[src/design/pca_pkg.sv]
// Shared constants, codes and controller/datapath interface types of the PID core.
`timescale 1ns / 1ps
package pca_pkg;

  // Data format.
  localparam int DataW  = 32;
  localparam int FracW  = 16;
  localparam int DtW    = 20;
  localparam int IupW   = 31;
  localparam int ProdW  = 2 * DataW;
  localparam int TermW  = ProdW - FracW;
  localparam int RawW   = TermW + 2;
  localparam int DivW   = DataW + 1 + FracW;
  localparam int DivCntW = $clog2(DivW);
  localparam int CfgIdxW = 3;

  // Actions of an input beat.
  localparam logic [1:0] ACT_MEAS  = 2'd0;
  localparam logic [1:0] ACT_RATE  = 2'd1;
  localparam logic [1:0] ACT_CLEAR = 2'd2;
  localparam logic [1:0] ACT_NOP   = 2'd3;

  // Result status codes.
  localparam logic [1:0] ST_OK  = 2'd0;
  localparam logic [1:0] ST_DT  = 2'd1;
  localparam logic [1:0] ST_OVF = 2'd2;
  localparam logic [1:0] ST_LIM = 2'd3;

  // Configuration register indexes.
  localparam logic [CfgIdxW-1:0] REG_KP     = 3'd0;
  localparam logic [CfgIdxW-1:0] REG_KI     = 3'd1;
  localparam logic [CfgIdxW-1:0] REG_KD     = 3'd2;
  localparam logic [CfgIdxW-1:0] REG_OUT_LO = 3'd3;
  localparam logic [CfgIdxW-1:0] REG_OUT_HI = 3'd4;
  localparam logic [CfgIdxW-1:0] REG_INT_LO = 3'd5;
  localparam logic [CfgIdxW-1:0] REG_INT_HI = 3'd6;

  // Datapath operations issued by the controller.
  typedef enum logic [3:0] {
    OP_NONE,
    OP_LOAD,
    OP_DIV_INIT,
    OP_DIV_STEP,
    OP_MUL_ED,
    OP_MUL_KP,
    OP_MUL_KI,
    OP_MUL_KD,
    OP_SUM,
    OP_RETRY,
    OP_FINISH
  } op_e;

  typedef struct packed {
    op_e        op;
    logic [1:0] code;
  } cmd_t;

  typedef struct packed {
    logic [1:0] action;
    logic       lim_bad;
    logic       dt_zero;
    logic       err_ovf;
    logic       need_div;
    logic       div_done;
    logic       deriv_ovf;
    logic       raw_ovf;
    logic       windup;
    logic       out_busy;
  } stat_t;

endpackage

[src/design/pca_ctrl.sv]
// Sequencing state machine of the PID core.
`timescale 1ns / 1ps
module pca_ctrl (
  input  logic           clk_i,
  input  logic           rst_ni,
  input  logic           in_valid_i,
  output logic           in_ready_o,
  input  pca_pkg::stat_t stat_i,
  output pca_pkg::cmd_t  cmd_o
);
  import pca_pkg::*;

  typedef enum logic [9:0] {
    S_IDLE = 10'b0000000001,
    S_PREP = 10'b0000000010,
    S_DIV  = 10'b0000000100,
    S_MED  = 10'b0000001000,
    S_MKP  = 10'b0000010000,
    S_MKI  = 10'b0000100000,
    S_MKD  = 10'b0001000000,
    S_MSUM = 10'b0010000000,
    S_MCHK = 10'b0100000000,
    S_FIN  = 10'b1000000000
  } state_e;

  state_e     state_q, state_d;
  logic [1:0] code_q, code_d;
  logic       retry_q, retry_d;

  assign in_ready_o = (state_q == S_IDLE);

  // Next state and datapath command.
  always_comb begin
    state_d     = state_q;
    code_d      = code_q;
    retry_d     = retry_q;
    cmd_o.op    = OP_NONE;
    cmd_o.code  = code_q;
    unique case (state_q)
      S_IDLE: begin
        if (in_valid_i) begin
          cmd_o.op = OP_LOAD;
          retry_d  = 1'b0;
          code_d   = ST_OK;
          state_d  = S_PREP;
        end
      end
      S_PREP: begin
        if (stat_i.action != ACT_MEAS && stat_i.action != ACT_RATE) begin
          state_d = S_FIN;
        end else if (stat_i.lim_bad) begin
          code_d  = ST_LIM;
          state_d = S_FIN;
        end else if (stat_i.dt_zero) begin
          code_d  = ST_DT;
          state_d = S_FIN;
        end else if (stat_i.err_ovf) begin
          code_d  = ST_OVF;
          state_d = S_FIN;
        end else if (stat_i.need_div) begin
          cmd_o.op = OP_DIV_INIT;
          state_d  = S_DIV;
        end else begin
          state_d = S_MED;
        end
      end
      S_DIV: begin
        cmd_o.op = OP_DIV_STEP;
        if (stat_i.div_done) begin
          state_d = S_MED;
        end
      end
      S_MED: begin
        if (stat_i.deriv_ovf) begin
          code_d  = ST_OVF;
          state_d = S_FIN;
        end else begin
          cmd_o.op = OP_MUL_ED;
          state_d  = S_MKP;
        end
      end
      S_MKP: begin
        cmd_o.op = OP_MUL_KP;
        state_d  = S_MKI;
      end
      S_MKI: begin
        cmd_o.op = OP_MUL_KI;
        state_d  = S_MKD;
      end
      S_MKD: begin
        cmd_o.op = OP_MUL_KD;
        state_d  = S_MSUM;
      end
      S_MSUM: begin
        cmd_o.op = OP_SUM;
        state_d  = S_MCHK;
      end
      S_MCHK: begin
        if (stat_i.raw_ovf) begin
          code_d  = ST_OVF;
          state_d = S_FIN;
        end else if (stat_i.windup && !retry_q) begin
          // Conditional integration: redo the sum with the old integral.
          cmd_o.op = OP_RETRY;
          retry_d  = 1'b1;
          state_d  = S_MKI;
        end else begin
          state_d = S_FIN;
        end
      end
      S_FIN: begin
        if (!stat_i.out_busy) begin
          cmd_o.op = OP_FINISH;
          state_d  = S_IDLE;
        end
      end
      default: begin
        state_d = S_IDLE;
      end
    endcase
  end

  // State registers.
  always_ff @(posedge clk_i or negedge rst_ni) begin
    if (!rst_ni) begin
      state_q <= S_IDLE;
      code_q  <= ST_OK;
      retry_q <= 1'b0;
    end else begin
      state_q <= state_d;
      code_q  <= code_d;
      retry_q <= retry_d;
    end
  end

endmodule

[config.mk]
export PLATFORM = sky130hd
export DESIGN_NAME = pca_ctrl
export DESIGN_NICKNAME = d
export VERILOG_FILES = /design/src/design/pca_pkg.sv /design/src/design/pca_ctrl.sv
export SDC_FILE = /design/constraint.sdc
export NUM_CORES = 1
export LEC_CHECK = 0
export BUFFER_PORTS_ARGS = -buffer_cell sky130_fd_sc_hd__buf_2
export CAP_MARGIN = 20
export CELL_PAD_IN_SITES_DETAIL_PLACEMENT = 0
export CELL_PAD_IN_SITES_GLOBAL_PLACEMENT = 1
export CORE_AREA = 2 2 48 50
export CTS_CLUSTER_SIZE = 14
export DETAILED_ROUTE_END_ITERATION = 16
export DIE_AREA = 0 0 50 52
export PLACE_DENSITY_LB_ADDON = 0.1
export SYNTH_ARGS = -nofsm -noshare
export SYNTH_HDL_FRONTEND = slang
export SYNTH_SLANG_ARGS = --single-unit
[constraint.sdc]
create_clock -name clk_i -period 3.57 [get_ports clk_i]
set_input_delay 0.714 -clock clk_i [delete_from_list [all_inputs] [get_ports clk_i]]
set_output_delay 0.714 -clock clk_i [all_outputs]
set_load 0.01 [all_outputs]
Word level (Yosys, flattened, before mapping)
Index checks and enable logic that the tools add are counted.
{"block": "classes", "eq_ne": 20, "muxes": 35, "n_reduce_logical": 9}
{"op": "$mux 10", "n": 10}
{"op": "$pmux 10 s10", "n": 1}
{"op": "$pmux 4 s10", "n": 1}
{"op": "$mux 2", "n": 12}
{"op": "$mux 4", "n": 4}
{"op": "$ne 2x2->1 const B", "n": 8}
{"op": "$eq 10x1->1 const B", "n": 1}
{"op": "$eq 10x10->1 const B", "n": 1}
{"op": "$eq 10x2->1 const B", "n": 1}
{"op": "$eq 10x3->1 const B", "n": 1}
{"op": "$eq 10x4->1 const B", "n": 1}
{"op": "$eq 10x5->1 const B", "n": 1}
{"op": "$eq 10x6->1 const B", "n": 1}
{"op": "$eq 10x7->1 const B", "n": 1}
{"op": "$eq 10x8->1 const B", "n": 1}
{"op": "$eq 10x9->1 const B", "n": 1}
{"op": "$pmux 2 s4", "n": 1}
{"op": "$reduce_and 6->1", "n": 1}
{"op": "$mux 1", "n": 4}
{"op": "$ne 4x4->1 const B", "n": 1}
{"op": "$reduce_and 4->1", "n": 1}
{"op": "$reduce_bool 2->1", "n": 2}
{"op": "$reduce_bool 4->1", "n": 1}
{"op": "$mux 3", "n": 1}
{"op": "other kinds (5)", "n": 6}
{"block": "totals", "ff_bits": 13, "inputBits": 14, "output_inout_bits": 7, "elab_cells": 67}

Longest topological paths before layout
{"block": "logic_depth", "ltp_word": 6, "depth_mapped": 5, "mapped_depth_nobuf": 5}

Worst setup path after synthesis
Ideal clock, no wire load.
{"block": "synth_path", "path_kind": "reg2out", "startpoint": "register state_q[3]", "endpoint": "output cmd_o[2] in the netlist's numbering", "t_arrival_ns": 1.533, "required_ns": 2.856, "slack_ns": 1.323, "path_stages_with_launch": 6, "path_buffers": 0, "cell_sequence": "dfrtp_1 -> nor4_4 -> nand4b_4 -> nor4b_4 -> o21bai_2 -> or4_1"}
{"element": "from (decl)", "line": "pca_ctrl.sv:26", "source": "state_e state_q, state_d;"}
{"element": "from (signal assigned)", "line": "pca_ctrl.sv:130", "source": "state_q <= state_d;"}
{"element": "to (decl)", "line": "pca_ctrl.sv:9", "source": "output pca_pkg::cmd_t cmd_o"}

==> run summary <==
The flow ran to the end, and the final reports show no timing, DRC or antenna violations. The logs give 0 for the total of endpoints with negative setup slack in the final report and 8 for the detailed router's first-iteration violation count. In this run the core area contains 17 standard-cell rows.

The routed wire length was 1.99 mm. The number of endpoints with negative hold slack in the final report is 0, and the total leakage power is 0.489 nW. Clock tree synthesis found a total of 13 sinks.

The largest individual stage delay along the critical path comes from the cell nor4_1. The post-route minimum period is 2.84 ns, and the total half-perimeter wirelength after legalization and detailed placement is 1.58 mm. Once the clock tree was built, the resizer swapped 0 gates to a different size. The logs give 0 for the remaining number of nets flagged by the antenna check after routing and 352 MHz for the maximum clock frequency. The required time of the worst setup path is 2.86 ns, and the share of the core filled with cells in the final layout is 46.3%. The tools report the total count of max-transition violations in the final report as 0. Counting distinct cell types in the post-synthesis netlist gives 30. Share of final-layout standard cells stronger than drive strength 1: 29.5%. The sum of negative setup slack was 0 ns. The run gives 0 as the max-cap violation count. Yosys printed 0 warnings.

In this run the tightest slew margin relative to its limit is 52.8%. Port buffering added 19 buffers. The worst setup path is captured at an output pin. Worst hold-check slack: 0.294 ns. The die is 50 um wide. The DRC violation count after routing came out at 0.

The worst path uses 79.6% of the clock period. TritonCTS built the clock tree. After synthesis the cells add up to 818 um2. Relative to the synthesized area, the layout overhead comes to 19.3%.

Dividing the synthesized area by the synthesized cell count gives 9.98 um2. The power per standard cell area was 512 mW/mm2; the clock transition at the registers of the reported paths was 0.09 ns. The cell count after synthesis is 82. The run gives 0 as the initial antenna violation count. The tools report the number of buffers added by the clock tree synthesis step as 3. Summed over all layers, the global routing overflow is 0. The number of global-route vias before repair is 683. The logs give 39.9% for the sequential-to-total area share from yosys stat and 1 for the H-tree depth.

Data on the critical path arrives at its endpoint at 2.13 ns. Between clock sinks in the finished design, the worst skew comes to 0.00667 ns. For the post-synth net total, the log shows 96. The clock passes through at most 2 buffers.

The initial standard-cell utilization of the core was 38.9%; the total number of nets in the final design was 120. The die covers 0.00260 mm2. The post-layout total power is 0.500 mW, and the wire length per cell after detailed routing is 14.9 um.

The worst hold-check path type is input port to async pin. The first global-routing pass estimated 3.37 mm of wire. Global routing used 17.8% of the available tracks. Traced cell by cell, the critical path runs through nor4_1, and3_1, nand3_1, nand3b_1, buf_2. The number of setup buffers added after CTS is 0. The tree is rooted in a clkbuf_4. The tools report the number of diodes added for antenna fixing as 0. In this run, post-CTS hold repair placed 0 buffers.

The logs give 14 for the pin count of the biggest net entering global routing and 4 for the first-pass iteration count of the detailed router. The logs give 0.00211 mm2 for the placeable core area and 213 for the fill cell total of the finished layout. The die outline height is 52 um, and the largest incremental delay on the critical path is 0.66 ns. For the global placement routability congestion, the log shows 0.742. The setup path with the least slack is of type flip-flop to output pin.

The final route contains 725 vias. The worst-case IR drop observed on VDD is 0.201 mV. For the pin with the worst max-slew slack, the measured transition is 0.702 ns. The tools report the kind of start point of the critical path as a flip-flop. The via-per-instance ratio is 5.45, and the flip-flop and latch count after synthesis is 13. Along the worst path, the maximum fanout reaches 5. The latest clock arrival within the worst-skew pair is 0.29 ns, and the number of top-level design ports is 21.

Setup repair after global routing left no endpoint under its margin.
[cell usage after synthesis]
master	count	area (um2)
nand4_1	1	6.26
o2111ai_1	2	17.5
nand2_1	5	18.8
nand4b_1	3	26.3
a221o_1	1	10.0
nor4_1	4	25.0
and3_1	3	18.8
dfrtp_1	12	300
nor3_1	2	10.0
o31ai_1	1	7.51
o21bai_2	1	11.3
or4_1	1	7.51
o2bb2ai_1	1	8.76
inv_1	5	18.8
o21ai_0	5	25.0
a21o_1	2	15.0
nor4b_4	1	23.8
nand2b_1	5	31.3
or3_2	1	7.51
nor3b_1	1	7.51
nor2b_1	4	25.0
nand3_1	5	25.0
nor2_1	4	15.0
nand3b_1	2	15.0
dfstp_2	1	26.3
o21ai_1	2	10.0
nor4_4	3	63.8
a21oi_1	2	10.0
nand4b_4	1	23.8
o211ai_1	1	7.51
[layer usage]
layer  global-route usage (%)  vias to the layer above  share of wire, %
met4                     5.56                        0               1.9
met2                     26.3                       16                46
met5                        0                        -                 0
li1                         -                      361                 -
met1                     24.0                      344                47
met3                     6.32                        4               4.9
[logic make-up after synthesis]
kind of cell    after synthesis  synth area share (%)
buf+inv                       5                  2.29
compound gates               18                  15.0
simple gates                 46                  42.8
flops                        13                  39.9
[through the flow]
| step | cell area, um2 | instances | setup WS, ns |
|---|---|---|---|
| after CTS | 976 | 133 | 0.728 |
| after floorplan | 818 | 82 | 1.32 |
| after global routing | 976 | 133 | 0.543 |
| after global placement | 948 | 129 | 1.04 |
| after detailed placement | 948 | 129 | 1.05 |
| final | 976 | 133 | 0.728 |
[worst max-delay path: cells and delay by family, from the launching register on]
family / cells / cell delay (ns)
flops: 1 / 0.44
buf+inv: 1 / 0.13
simple gates: 4 / 1.27
[final cells by class]
cell class	count	area, um2	share of cell area [%]
Clock buffer	3	22.5	2.31
Clock inverter	1	5.00	0.513
Inverter	5	18.8	1.92
Multi-Input combinational cell	64	473	48.5
Sequential cell	13	327	33.5
Tap cell	28	35.0	3.59
Timing Repair Buffer	19	95.1	9.74
[placed cells by master (no fill, tap or decap)]
master,instances
clkbuf_4,3
a21o_1,2
nor4_1,4
nor2b_1,4
o211ai_1,1
nor4b_4,1
nand4b_1,3
or3_2,1
a21oi_1,2
o31ai_1,1
dfrtp_1,12
inv_1,5
nand4_1,1
nor2_1,4
o21ai_0,5
nand3b_1,2
nor3b_1,1
o2bb2ai_1,1
dfstp_2,1
or4_1,1
o21bai_2,1
o2111ai_1,2
o21ai_1,2
a221o_1,1
buf_2,19
nand4b_4,1
and3_1,3
nand2b_1,5
nand2_1,5
clkinv_2,1
nor3_1,2
nor4_4,3
nand3_1,5
[worst paths after layout]
check,slack (ns),endpoint,from,cells past startpoint
setup / recovery,0.73,cmd_o[3],state_q[3]$_DFFE_PN0P_,5
hold / removal,0.29,retry_q$_DFFE_PN0P_,rst_ni,1
setup reg to reg,1.61,code_q[0]$_DFFE_PN0P_,state_q[3]$_DFFE_PN0P_,5
hold reg to reg,0.52,code_q[0]$_DFFE_PN0P_,code_q[0]$_DFFE_PN0P_,2
max in group asynchronous,2.99,state_q[0]$_DFFE_PN1P_,rst_ni,1
min in group clk_i,0.52,code_q[0]$_DFFE_PN0P_,code_q[0]$_DFFE_PN0P_,2
[power by group]
part	switching, mW	total [mW]	internal [mW]
Sequential	0.0243	0.197	0.173
Combinational	0.117	0.205	0.0878
Clock	0.0562	0.0979	0.0417
[flip-flops by register name, indices dropped and copies added (netlist names)]
name,flops
code_q,2
retry_q,1
state_q,10
No activity file was read; power rests on OpenSTA's default activity.
