<file path="config.mk">
export PLATFORM = sky130hd
export DESIGN_NAME = pca_datapath
export DESIGN_NICKNAME = d
export VERILOG_FILES = /design/src/design/pca_pkg.sv /design/src/design/pca_datapath.sv
export SDC_FILE = /design/constraint.sdc
export NUM_CORES = 2
export LEC_CHECK = 0
export ABC_CLOCK_PERIOD_IN_PS = 23300
export BUFFER_PORTS_ARGS = -buffer_cell sky130_fd_sc_hd__buf_2
export CAP_MARGIN = 20
export CORE_MARGIN = 2
export CORE_UTILIZATION = 65
export DETAILED_ROUTE_END_ITERATION = 6
export PLACE_DENSITY_LB_ADDON = 0.2
export SLEW_MARGIN = 0
export SYNTH_ARGS = -nofsm -noshare
export SYNTH_HDL_FRONTEND = slang
export SYNTH_SLANG_ARGS = --single-unit
export TNS_END_PERCENT = 5
</file>
<file path="constraint.sdc">
create_clock -name clk_i -period 23.3 [get_ports clk_i]
set_clock_uncertainty 0.2 [all_clocks]
set_input_delay 2.33 -clock clk_i [delete_from_list [all_inputs] [get_ports clk_i]]
set_output_delay 2.33 -clock clk_i [all_outputs]
set_load 0.01 [all_outputs]
</file>
<file path="src/design/pca_pkg.sv">
// Shared constants, codes and controller/datapath interface types of the PID core.
`timescale 1ns / 1ps
package pca_pkg;

  // Data format.
  localparam int DataW  = 32;
  localparam int FracW  = 16;
  localparam int DtW    = 20;
  localparam int IupW   = 31;
  localparam int ProdW  = 2 * DataW;
  localparam int TermW  = ProdW - FracW;
  localparam int RawW   = TermW + 2;
  localparam int DivW   = DataW + 1 + FracW;
  localparam int DivCntW = $clog2(DivW);
  localparam int CfgIdxW = 3;

  // Actions of an input beat.
  localparam logic [1:0] ACT_MEAS  = 2'd0;
  localparam logic [1:0] ACT_RATE  = 2'd1;
  localparam logic [1:0] ACT_CLEAR = 2'd2;
  localparam logic [1:0] ACT_NOP   = 2'd3;

  // Result status codes.
  localparam logic [1:0] ST_OK  = 2'd0;
  localparam logic [1:0] ST_DT  = 2'd1;
  localparam logic [1:0] ST_OVF = 2'd2;
  localparam logic [1:0] ST_LIM = 2'd3;

  // Configuration register indexes.
  localparam logic [CfgIdxW-1:0] REG_KP     = 3'd0;
  localparam logic [CfgIdxW-1:0] REG_KI     = 3'd1;
  localparam logic [CfgIdxW-1:0] REG_KD     = 3'd2;
  localparam logic [CfgIdxW-1:0] REG_OUT_LO = 3'd3;
  localparam logic [CfgIdxW-1:0] REG_OUT_HI = 3'd4;
  localparam logic [CfgIdxW-1:0] REG_INT_LO = 3'd5;
  localparam logic [CfgIdxW-1:0] REG_INT_HI = 3'd6;

  // Datapath operations issued by the controller.
  typedef enum logic [3:0] {
    OP_NONE,
    OP_LOAD,
    OP_DIV_INIT,
    OP_DIV_STEP,
    OP_MUL_ED,
    OP_MUL_KP,
    OP_MUL_KI,
    OP_MUL_KD,
    OP_SUM,
    OP_RETRY,
    OP_FINISH
  } op_e;

  typedef struct packed {
    op_e        op;
    logic [1:0] code;
  } cmd_t;

  typedef struct packed {
    logic [1:0] action;
    logic       lim_bad;
    logic       dt_zero;
    logic       err_ovf;
    logic       need_div;
    logic       div_done;
    logic       deriv_ovf;
    logic       raw_ovf;
    logic       windup;
    logic       out_busy;
  } stat_t;

endpackage

</file>
<file path="src/design/pca_datapath.sv">
// Datapath of the PID core: configuration, state, divider, multiplier and result register.
`timescale 1ns / 1ps
module pca_datapath (
  input  logic                                clk_i,
  input  logic                                rst_ni,
  input  logic                                cfg_we_i,
  input  logic [pca_pkg::CfgIdxW-1:0]         cfg_idx_i,
  input  logic [pca_pkg::DataW-1:0]           cfg_data_i,
  input  logic [1:0]                          action_i,
  input  logic signed [pca_pkg::DataW-1:0]    setpoint_i,
  input  logic signed [pca_pkg::DataW-1:0]    measured_i,
  input  logic signed [pca_pkg::DataW-1:0]    given_rate_i,
  input  logic [pca_pkg::DtW-1:0]             step_time_i,
  input  pca_pkg::cmd_t                       cmd_i,
  output pca_pkg::stat_t                      stat_o,
  output logic                                out_valid_o,
  input  logic                                out_ready_i,
  output logic signed [pca_pkg::DataW-1:0]    control_out_o,
  output logic [1:0]                          status_o
);
  import pca_pkg::*;

  // Configuration registers.
  logic signed [DataW-1:0] kp_q, ki_q, kd_q, olo_q, ohi_q, ilo_q;
  logic [IupW-1:0]         ihi_q;
  // Controller state.
  logic signed [DataW-1:0] integ_q, last_q;
  logic                    have_q;
  // Working registers of one beat.
  logic [1:0]              act_q;
  logic signed [DataW:0]   err_q;
  logic signed [DataW-1:0] ms_q, deriv_q, ni_q;
  logic [DtW-1:0]          dt_q;
  logic                    dovf_q;
  logic signed [ProdW-1:0] mres_q;
  logic signed [TermW-1:0] t1_q, t2_q;
  logic signed [RawW-1:0]  raw_q;
  // Divider.
  logic [DivW-1:0]         dq_q;
  logic [DtW-1:0]          rem_q;
  logic [DivCntW-1:0]      cnt_q;
  logic                    dneg_q;
  // Result register.
  logic                    ovld_q;
  logic signed [DataW-1:0] oval_q;
  logic [1:0]              ost_q;

  logic signed [DataW-1:0] err32;
  assign err32 = err_q[DataW-1:0];

  // Configuration write with integral clamp on a limit write.
  logic signed [DataW-1:0] ilo_new;
  logic [IupW-1:0]         ihi_new;
  logic signed [DataW:0]   integ_cfg;
  always_comb begin
    ilo_new   = (cfg_idx_i == REG_INT_LO) ? $signed(cfg_data_i) : ilo_q;
    ihi_new   = (cfg_idx_i == REG_INT_HI) ? cfg_data_i[IupW-1:0] : ihi_q;
    integ_cfg = {integ_q[DataW-1], integ_q};
    if (integ_q < ilo_new) begin
      integ_cfg = {ilo_new[DataW-1], ilo_new};
    end else if (integ_cfg > $signed({2'b00, ihi_new})) begin
      integ_cfg = $signed({2'b00, ihi_new});
    end
  end

  // Divider step: one quotient bit per cycle.
  logic [DtW+1:0]  trial;
  logic            qbit;
  logic [DtW-1:0]  rem_d;
  logic [DivW-1:0] dq_d;
  logic            q_big;
  always_comb begin
    trial = {1'b0, rem_q, dq_q[DivW-1]} - {2'b00, dt_q};
    qbit  = !trial[DtW+1];
    rem_d = qbit ? trial[DtW-1:0] : {rem_q[DtW-2:0], dq_q[DivW-1]};
    dq_d  = {dq_q[DivW-2:0], qbit};
    q_big = (dq_d[DivW-1:DataW-1] != '0) &&
            !(dneg_q && dq_d[DivW-1:DataW] == '0 && dq_d[DataW-2:0] == '0);
  end

  // Difference for the measured derivative.
  logic signed [DataW:0] diff;
  logic [DataW:0]        dmag;
  assign diff = {ms_q[DataW-1], ms_q} - {last_q[DataW-1], last_q};
  assign dmag = diff[DataW] ? -diff : diff;

  // Shared multiplier with operand select.
  logic signed [DataW-1:0] ma, mb;
  always_comb begin
    ma = err32;
    mb = $signed({{(DataW-DtW){1'b0}}, dt_q});
    case (cmd_i.op)
      OP_MUL_KP: begin ma = kp_q; mb = err32;   end
      OP_MUL_KI: begin ma = ki_q; mb = ni_q;    end
      OP_MUL_KD: begin ma = kd_q; mb = deriv_q; end
      default: begin end
    endcase
  end

  // New integral, clamped to its limits.
  logic signed [TermW:0]   isum;
  logic signed [DataW-1:0] iclamp;
  always_comb begin
    isum = $signed({{(TermW-DataW+1){integ_q[DataW-1]}}, integ_q}) +
           $signed({mres_q[ProdW-1], mres_q[ProdW-1:FracW]});
    if (isum < $signed({{(TermW-DataW+1){ilo_q[DataW-1]}}, ilo_q})) begin
      iclamp = ilo_q;
    end else if (isum > $signed({{(TermW-IupW+1){1'b0}}, ihi_q})) begin
      iclamp = $signed({1'b0, ihi_q});
    end else begin
      iclamp = isum[DataW-1:0];
    end
  end

  // Checks on the output sum.
  logic signed [RawW-1:0] olo_x, ohi_x;
  logic signed [DataW-1:0] oclamp;
  assign olo_x = {{(RawW-DataW){olo_q[DataW-1]}}, olo_q};
  assign ohi_x = {{(RawW-DataW){ohi_q[DataW-1]}}, ohi_q};
  always_comb begin
    if (raw_q < olo_x) begin
      oclamp = olo_q;
    end else if (raw_q > ohi_x) begin
      oclamp = ohi_q;
    end else begin
      oclamp = raw_q[DataW-1:0];
    end
  end

  always_comb begin
    stat_o.action    = act_q;
    stat_o.lim_bad   = (olo_q > ohi_q) || (ilo_q > 0);
    stat_o.dt_zero   = (dt_q == '0);
    stat_o.err_ovf   = (err_q[DataW] != err_q[DataW-1]);
    stat_o.need_div  = (act_q == ACT_MEAS) && have_q;
    stat_o.div_done  = (cnt_q == DivCntW'(DivW - 1));
    stat_o.deriv_ovf = dovf_q;
    stat_o.raw_ovf   = (raw_q[RawW-1:DataW-1] != '0) && (raw_q[RawW-1:DataW-1] != '1);
    stat_o.windup    = ((raw_q > ohi_x) && (err32 > 0)) || ((raw_q < olo_x) && (err32 < 0));
    stat_o.out_busy  = ovld_q && !out_ready_i;
  end

  // Control registers: configuration, state and result valid.
  always_ff @(posedge clk_i or negedge rst_ni) begin
    if (!rst_ni) begin
      kp_q    <= '0;
      ki_q    <= '0;
      kd_q    <= '0;
      olo_q   <= {1'b1, {(DataW-1){1'b0}}};
      ohi_q   <= {1'b0, {(DataW-1){1'b1}}};
      ilo_q   <= {1'b1, {(DataW-1){1'b0}}};
      ihi_q   <= '1;
      integ_q <= '0;
      last_q  <= '0;
      have_q  <= 1'b0;
      ovld_q  <= 1'b0;
    end else begin
      if (cfg_we_i) begin
        unique case (cfg_idx_i)
          REG_KP:     kp_q  <= cfg_data_i;
          REG_KI:     ki_q  <= cfg_data_i;
          REG_KD:     kd_q  <= cfg_data_i;
          REG_OUT_LO: olo_q <= cfg_data_i;
          REG_OUT_HI: ohi_q <= cfg_data_i;
          REG_INT_LO: ilo_q <= cfg_data_i;
          REG_INT_HI: ihi_q <= cfg_data_i[IupW-1:0];
          default: begin end
        endcase
        if ((cfg_idx_i == REG_INT_LO || cfg_idx_i == REG_INT_HI) && ilo_new <= 0) begin
          integ_q <= integ_cfg[DataW-1:0];
        end
      end
      if (out_ready_i) begin
        ovld_q <= 1'b0;
      end
      if (cmd_i.op == OP_FINISH) begin
        ovld_q <= 1'b1;
        if (act_q == ACT_CLEAR) begin
          integ_q <= '0;
          last_q  <= '0;
          have_q  <= 1'b0;
        end else if (cmd_i.code == ST_OK && (act_q == ACT_MEAS || act_q == ACT_RATE)) begin
          integ_q <= ni_q;
          last_q  <= ms_q;
          have_q  <= 1'b1;
        end
      end
    end
  end

  // Working registers of the beat in flight.
  always_ff @(posedge clk_i) begin
    case (cmd_i.op)
      OP_LOAD: begin
        act_q   <= action_i;
        err_q   <= {setpoint_i[DataW-1], setpoint_i} - {measured_i[DataW-1], measured_i};
        ms_q    <= measured_i;
        dt_q    <= step_time_i;
        deriv_q <= (action_i == ACT_RATE) ? given_rate_i : '0;
        dovf_q  <= 1'b0;
      end
      OP_DIV_INIT: begin
        dq_q   <= {dmag, {FracW{1'b0}}};
        rem_q  <= '0;
        cnt_q  <= '0;
        dneg_q <= diff[DataW];
      end
      OP_DIV_STEP: begin
        dq_q  <= dq_d;
        rem_q <= rem_d;
        cnt_q <= cnt_q + 1'b1;
        if (stat_o.div_done) begin
          dovf_q  <= q_big;
          deriv_q <= dneg_q ? -$signed(dq_d[DataW-1:0]) : $signed(dq_d[DataW-1:0]);
        end
      end
      OP_MUL_ED: begin
        mres_q <= ma * mb;
      end
      OP_MUL_KP: begin
        ni_q   <= iclamp;
        mres_q <= ma * mb;
      end
      OP_MUL_KI: begin
        t1_q   <= mres_q[ProdW-1:FracW];
        mres_q <= ma * mb;
      end
      OP_MUL_KD: begin
        t2_q   <= mres_q[ProdW-1:FracW];
        mres_q <= ma * mb;
      end
      OP_SUM: begin
        raw_q <= RawW'(t1_q) + RawW'(t2_q) - RawW'($signed(mres_q[ProdW-1:FracW]));
      end
      OP_RETRY: begin
        ni_q   <= integ_q;
        // Keep the proportional term in the product register for the rerun.
        mres_q <= {t1_q, {FracW{1'b0}}};
      end
      OP_FINISH: begin
        ost_q  <= cmd_i.code;
        oval_q <= (cmd_i.code == ST_OK && (act_q == ACT_MEAS || act_q == ACT_RATE)) ?
                  oclamp : '0;
      end
      default: begin end
    endcase
  end

  assign out_valid_o   = ovld_q;
  assign control_out_o = oval_q;
  assign status_o      = ost_q;

endmodule

</file>
# After elaboration in Yosys (flattened, before gate mapping)
# Cells that the tools add are included.
word_totals:
  register_bits: 761
  input_bits: 163
  out_inout_bits: 46
  elab_cells: 145
classes:
  addsub: 9
  multipliers: 1
  magnitude_cmp: 11
  n_eq_ne: 23
  mux: 34
  reduce_logical: 39
ops:
  columns: ["op", "count"]
  rows:
  - ["$mux 32", 17]
  - ["$pmux 32 s3", 2]
  - ["$pmux 32 s2", 2]
  - ["$pmux 64 s2", 1]
  - ["$pmux 49 s2", 1]
  - ["$sub 32x32->33", 2]
  - ["$gt 32x1->1 const B", 2]
  - ["$gt 32x32->1", 2]
  - ["$mul 32x32->64", 1]
  - ["$gt 50x32->1", 1]
  - ["$lt 50x32->1", 1]
  - ["$sub 49x48->50", 1]
  - ["$add 32x48->49", 1]
  - ["$add 48x48->49", 1]
  - ["$gt 49x32->1", 1]
  - ["$lt 49x32->1", 1]
  - ["$pmux 20 s2", 1]
  - ["$mux 33", 1]
  - ["$neg 33->33", 1]
  - ["$le 32x1->1 const B", 1]
  - ["$lt 32x1->1 const B", 1]
  - ["$lt 32x32->1", 1]
  - ["$neg 32->32", 1]
  - ["$logic_not 31->1", 1]
  - ["other kinds (32)", 72]

# Depth between registers and ports, before layout
logic_depth:
  ltp_word: 10
  depth_mapped: 39
  ltp_nobuf: 34

# Worst setup path after synthesis
# OpenSTA, ideal clock, no wires.
synth_timing:
  path_type: "input to register"
  startpoint: "in cmd_i[3] in the netlist's numbering"
  endpoint: "reg mres_q[63] (data pin)"
  setup_time_ps: 270
  t_arrival_ps: 11334
  required_time_ps: 22830
  setup_slack_ps: 11496
  cell_stages: 36
  path_buffers: 5
  cell_sequence: "buf_2 -> buf_2 -> buf_1 -> clkbuf_1 -> a2bb2oi_1 -> nor2_1 -> a221oi_1 -> clkbuf_1 -> nor2_1 -> fa_1 -> inv_1 -> fa_1 -> inv_1 -> fa_1 -> fa_1 -> inv_1 -> fa_1 -> inv_1 -> fa_1 -> inv_1 -> fa_1 -> inv_1 -> fa_1 -> ha_1 -> a21o_1 -> a21o_1 -> a21oi_1 -> nor2b_1 -> o21ai_0 -> nand2b_1 -> a21o_1 -> nand2b_1 -> a211o_1 -> a31o_2 -> xnor2_1 -> a21oi_1"
synth_via:
  elab_chain_len: 4
  word_cells_on_any_way: 10
  cone_classes: "mul (1); eq/ne (5); mux (3); reduce/logical (1)"
synth_lines:
  columns: ["element", "line_no", "text"]
  rows:
  - ["start, declared", "pca_datapath.sv:14", "input pca_pkg::cmd_t cmd_i,"]
  - ["$eq 4x3->1", "pca_datapath.sv:92, pca_datapath.sv:193", null]
  - ["$pmux 32 s3", "pca_datapath.sv:92", "case (cmd_i.op)"]
  - ["$mul 32x32->64", null, null]
  - ["$pmux 64 s2 *", "pca_datapath.sv:193", "case (cmd_i.op)"]
  - ["end signal, assigned", "pca_datapath.sv:218", "mres_q <= ma * mb;"]
  - ["end signal, assigned", "pca_datapath.sv:222", "mres_q <= ma * mb;"]
  - ["end signal, assigned", "pca_datapath.sv:226", "mres_q <= ma * mb;"]
  - ["end, declared", "pca_datapath.sv:35", "logic signed [ProdW-1:0] mres_q;"]
# Mark *: on every way between the ends. The rest lies on a longest branch, timed or not.
# A chain may end at the register's enable or synchronous reset.

# Worst setup path in the final report
layout_timing:
  startpoint: "in cmd_i[3] in the netlist's numbering"
  endpoint: "reg mres_q[59] (data pin)"
# The elaborated chain is that of the path after synthesis.

==> results list <==
- Status: finished with violations
- The checks that failed: DRC.
- Capturing element type of the critical path: register
* Netlist cell types: 94
- Number of buffers inserted for hold repair after clock tree synthesis: 0
* Number of fill cells: 10100
- Hold Path Cell Cnt: 1
* Critical path type: primary input to register
* WL/cell: 27.1 um
* Fin crit share: 0.577
* Yosys warning count: 0
* Root cell of the clock tree: clkbuf_16
- The floorplan has 133 rows.
- After synthesis the netlist holds a flip-flop and latch count of 745.
- Summed negative setup slack over all endpoints: 0 ns
* Biggest cell delay along the critical path: roughly 0.90 ns
- The worst register-to-register path has a depth of 33.
* Relative slew margins: 0.176
* Capture instance of the worst register-to-register path: mres_q[59]$_DFFE_PP_
* Growth of design area from synthesis to finish: 7.16%
- Maximum clock rate: approximately 74 MHz
- For this block, the via count after detailed routing is about 70000.
- After legalization and detailed placement, the total HPWL measured roughly 230000 um.
- Syn nets: 11000
- The clock passes through at most 3 buffers.
- The tree built by TritonCTS fans out to approximately 750 sinks.
- The floorplan step defined a core boundary enclosing roughly 130000 um^2.
* Maximum capacitance violations: 0
- Dividing the synthesized area by the synthesized cell count gives around 9.4 um^2.
* Number of buffers created by CTS: 85
- The first global-routing pass estimated between 400000 and 500000 um of wire.
- Worst endpoint required time: 23.52 ns
- For this run, the register share of the synthesized area comes to 0.245.
* Async set-reset flop share out of synthesis: 0.388
- Final weighted congestion in routability-driven placement: 1.05
- Hold violation count in the final report: 0
* Via-per-instance ratio: about 6.4
- Count of nets left with antenna violations after detail routing: 0
* Type of the most critical hold path: register to register
* Width of the die: 367 um
* Clock insertion delay at the later pin of the skew report: around 0.7 ns
- At the pin with the least slew margin, the transition time is between 1 and 1.5 ns.
- Summing all flip-flop and latch instances after layout gives 21000 um^2.
- CTS resizes: 0
- Measured along the y axis, the die boundary spans roughly 370 um.
* Cell area after synthesis: roughly 86000 um^2
- STA classifies the critical path startpoint as a primary input.
* Layout cells sized above 1: 0.0925
* Vias in the first global route: just over 70000
* Worst r2r src: kd_q[7]$_DFFE_PN0P_
* Ports: about 210
- Setup repair after global routing left no endpoint under its margin.
* H-tree level count: 3
* Full die area: 135000 um^2
* Total Wirelength: 298000 um
* Synthesized netlist cell count: approximately 9100
* Multi-input logic area: 57700 um^2
* Cell type of the slowest stage on the worst timing path: nor2_1
* Setup Viol. Count Final: 0
- In this run the most critical hold path is launched from have_q$_DFFE_PN0P_.
* Minimum clock period after layout: about 13 ns
* Initial antenna violation count: 18
- For flop-to-flop paths, the worst setup slack is 12.38 ns.
- Largest fanout of any net on the critical path: 57
- The net count of the finished layout is between 10000 and 15000.
* Gr ovfl total: 0
- In this run the tool buffered the top-level ports with between 200 and 250 buffer cells.
- Most frequently used flop master after synthesis: edfxtp_1
* Critical path arrival: between 10 and 15 ns
* Buffers & Inverters on Critical Path: 9
* Max-slew violation total from the final report: 0
- The synthesized design contains around 460 enable-type register cells.
- Post-CTS setup buffers: 0
- Entering global routing, the biggest net connects 106 pins.
- For hold timing, the worst endpoint is have_q$_DFFE_PN0P_.
* TritonCTS clock tree: yes
* Largest delay share family, worst path: adder cells
- Initial Utilization: 0.653
* Detailed-route DRC error count: 6
- Global router's overall resource usage: 0.444
- Critical Path Most Common Cell: fa_1
- Clock-pin slew was measured on the worst setup and hold paths at around 0.060 ns.
* Starting DRT DRC Count: approximately 8300
* Detailed-routing iteration count for the pre-antenna-repair pass: 7
[Yosys cell counts, drive strengths merged, types with 22 or more instances]
library cell,count,share of area
a211oi,32,0.0029
a21o,163,0.014
a21oi,498,0.029
a22o,33,0.0034
a31oi,34,0.0025
and2,85,0.0062
and3,27,0.0020
buf,44,0.0025
clkbuf,334,0.015
dfrtp,225,0.066
dfstp,64,0.020
edfxtp,456,0.16
fa,1133,0.26
ha,638,0.093
inv,1596,0.070
mux2,186,0.024
mux2i,138,0.016
nand2,849,0.037
nand2b,73,0.0053
nand3,68,0.0041
nand4,106,0.0077
nor2,886,0.039
nor2b,82,0.0060
nor3,71,0.0041
nor4,45,0.0035
o21a,65,0.0057
o21ai,435,0.025
o21bai,30,0.0026
o221a,29,0.0038
o221ai,43,0.0044
o31ai,38,0.0033
or2,22,0.0016
or3,31,0.0023
xnor2,155,0.016
xor2,108,0.011
[sequential cells by signal (all words and copies together) (netlist names), 32 cells and up]
| name | count |
|---|---|
| t2_q | 48 |
| integ_q | 32 |
| t1_q | 48 |
| ohi_q | 32 |
| control_out_o | 32 |
| olo_q | 32 |
| mres_q | 48 |
| deriv_q | 32 |
| ni_q | 32 |
| ilo_q | 32 |
| err_q | 33 |
| kd_q | 32 |
| ki_q | 32 |
| ms_q | 32 |
| raw_q | 50 |
| dq_q | 49 |
| kp_q | 32 |
| last_q | 32 |
[stage by stage]
stage | hold slack [ns] | instance area, um^2 | std cells | util | setup WS, ns
floorplan | 0.242 | 85800 | 9084 | - | 11.50
global route | 0.302 | 91900 | 11000 | 0.700 | 9.62
global placement | 0.260 | 88900 | 10800 | 0.677 | 9.51
detailed placement | 0.264 | 89000 | 10800 | 0.678 | 9.52
finish | 0.277 | 91900 | 11000 | 0.700 | 9.87
CTS | 0.281 | 91800 | 11000 | 0.699 | 10.23
[kinds of logic (layout without fill, tap and decap cells)]
group / after synthesis / after routing / share of synthesized area
other: 0 / 13 / 0
AOI/OAI and AO/OA: 1614 / 1614 / 0.120
adders and majority gates: 1771 / 1771 / 0.358
muxes: 324 / 324 / 0.0405
and+or+nand+nor: 2393 / 2393 / 0.124
xor gates and xnor gates: 263 / 263 / 0.0269
buffers and inverters: 1974 / 2100 / 0.0870
DFF: 745 / 745 / 0.245
[cells in the final DEF, fill, tap and decap left out, drive strengths merged, types with 64 or more instances in the layout]
cell type and n:
nor2 886, nor3 71, clkbuf 120, nand4 106, mux2i 138, xnor2 155, ha 638, nand3 68
mux2 186, fa 1133, nand2b 73, a21o 163, nor2b 82, o21a 65, and2 85, edfxtp 456
a21oi 498, nand2 849, buf 345, inv 1603, o21ai 435, dfstp 64, xor2 108, dfrtp 225
[cell type report]
| type | instances | area share |
|---|---|---|
| Antenna cell | 13 | 0.000354 |
| Tap cell | 1755 | 0.0239 |
| Sequential cell | 745 | 0.229 |
| Multi-Input combinational cell | 6365 | 0.628 |
| Clock buffer | 120 | 0.0264 |
| Clock inverter | 39 | 0.00441 |
| Timing Repair Buffer | 345 | 0.0235 |
| Inverter | 1596 | 0.0652 |
[worst reg2reg max path, delay by kind of cell, from the launching register on]
kind | cells | cell delay [ns]
fa+ha+maj | 9 | 4.47
compound gates | 9 | 2.61
simple gates | 6 | 2.21
flops | 1 | 0.44
buf+inv | 7 | 0.38
xor+xnor | 1 | 0.24
mux | 1 | 0.11
[worst max path at each step]
stage	startpoint	end	depth (start not counted)
after floorplan	cmd_i[3]	mres_q[63]$_DFFE_PP_	36
after detailed placement	cmd_i[3]	mres_q[48]$_DFFE_PP_	34
after global routing	cmd_i[3]	mres_q[62]$_DFFE_PP_	34
final	cmd_i[3]	mres_q[59]$_DFFE_PP_	35
after global placement	cmd_i[3]	mres_q[48]$_DFFE_PP_	34
after CTS	cmd_i[3]	mres_q[59]$_DFFE_PP_	33
[routing by layer]
metal  track usage  part of all wire  wire [um]  vias to the layer above
li1              -                 -          -                    29900
met1         0.588              0.37     110000                    34800
met2         0.653              0.43     128000                     4411
met3         0.127              0.13      37900                     1014
met4         0.265             0.072      21400                       14
met5             0            0.0012        348                        -
Power is not shown: default switching activity piles up to over one toggle a cycle in this logic, so the estimate is an artifact.
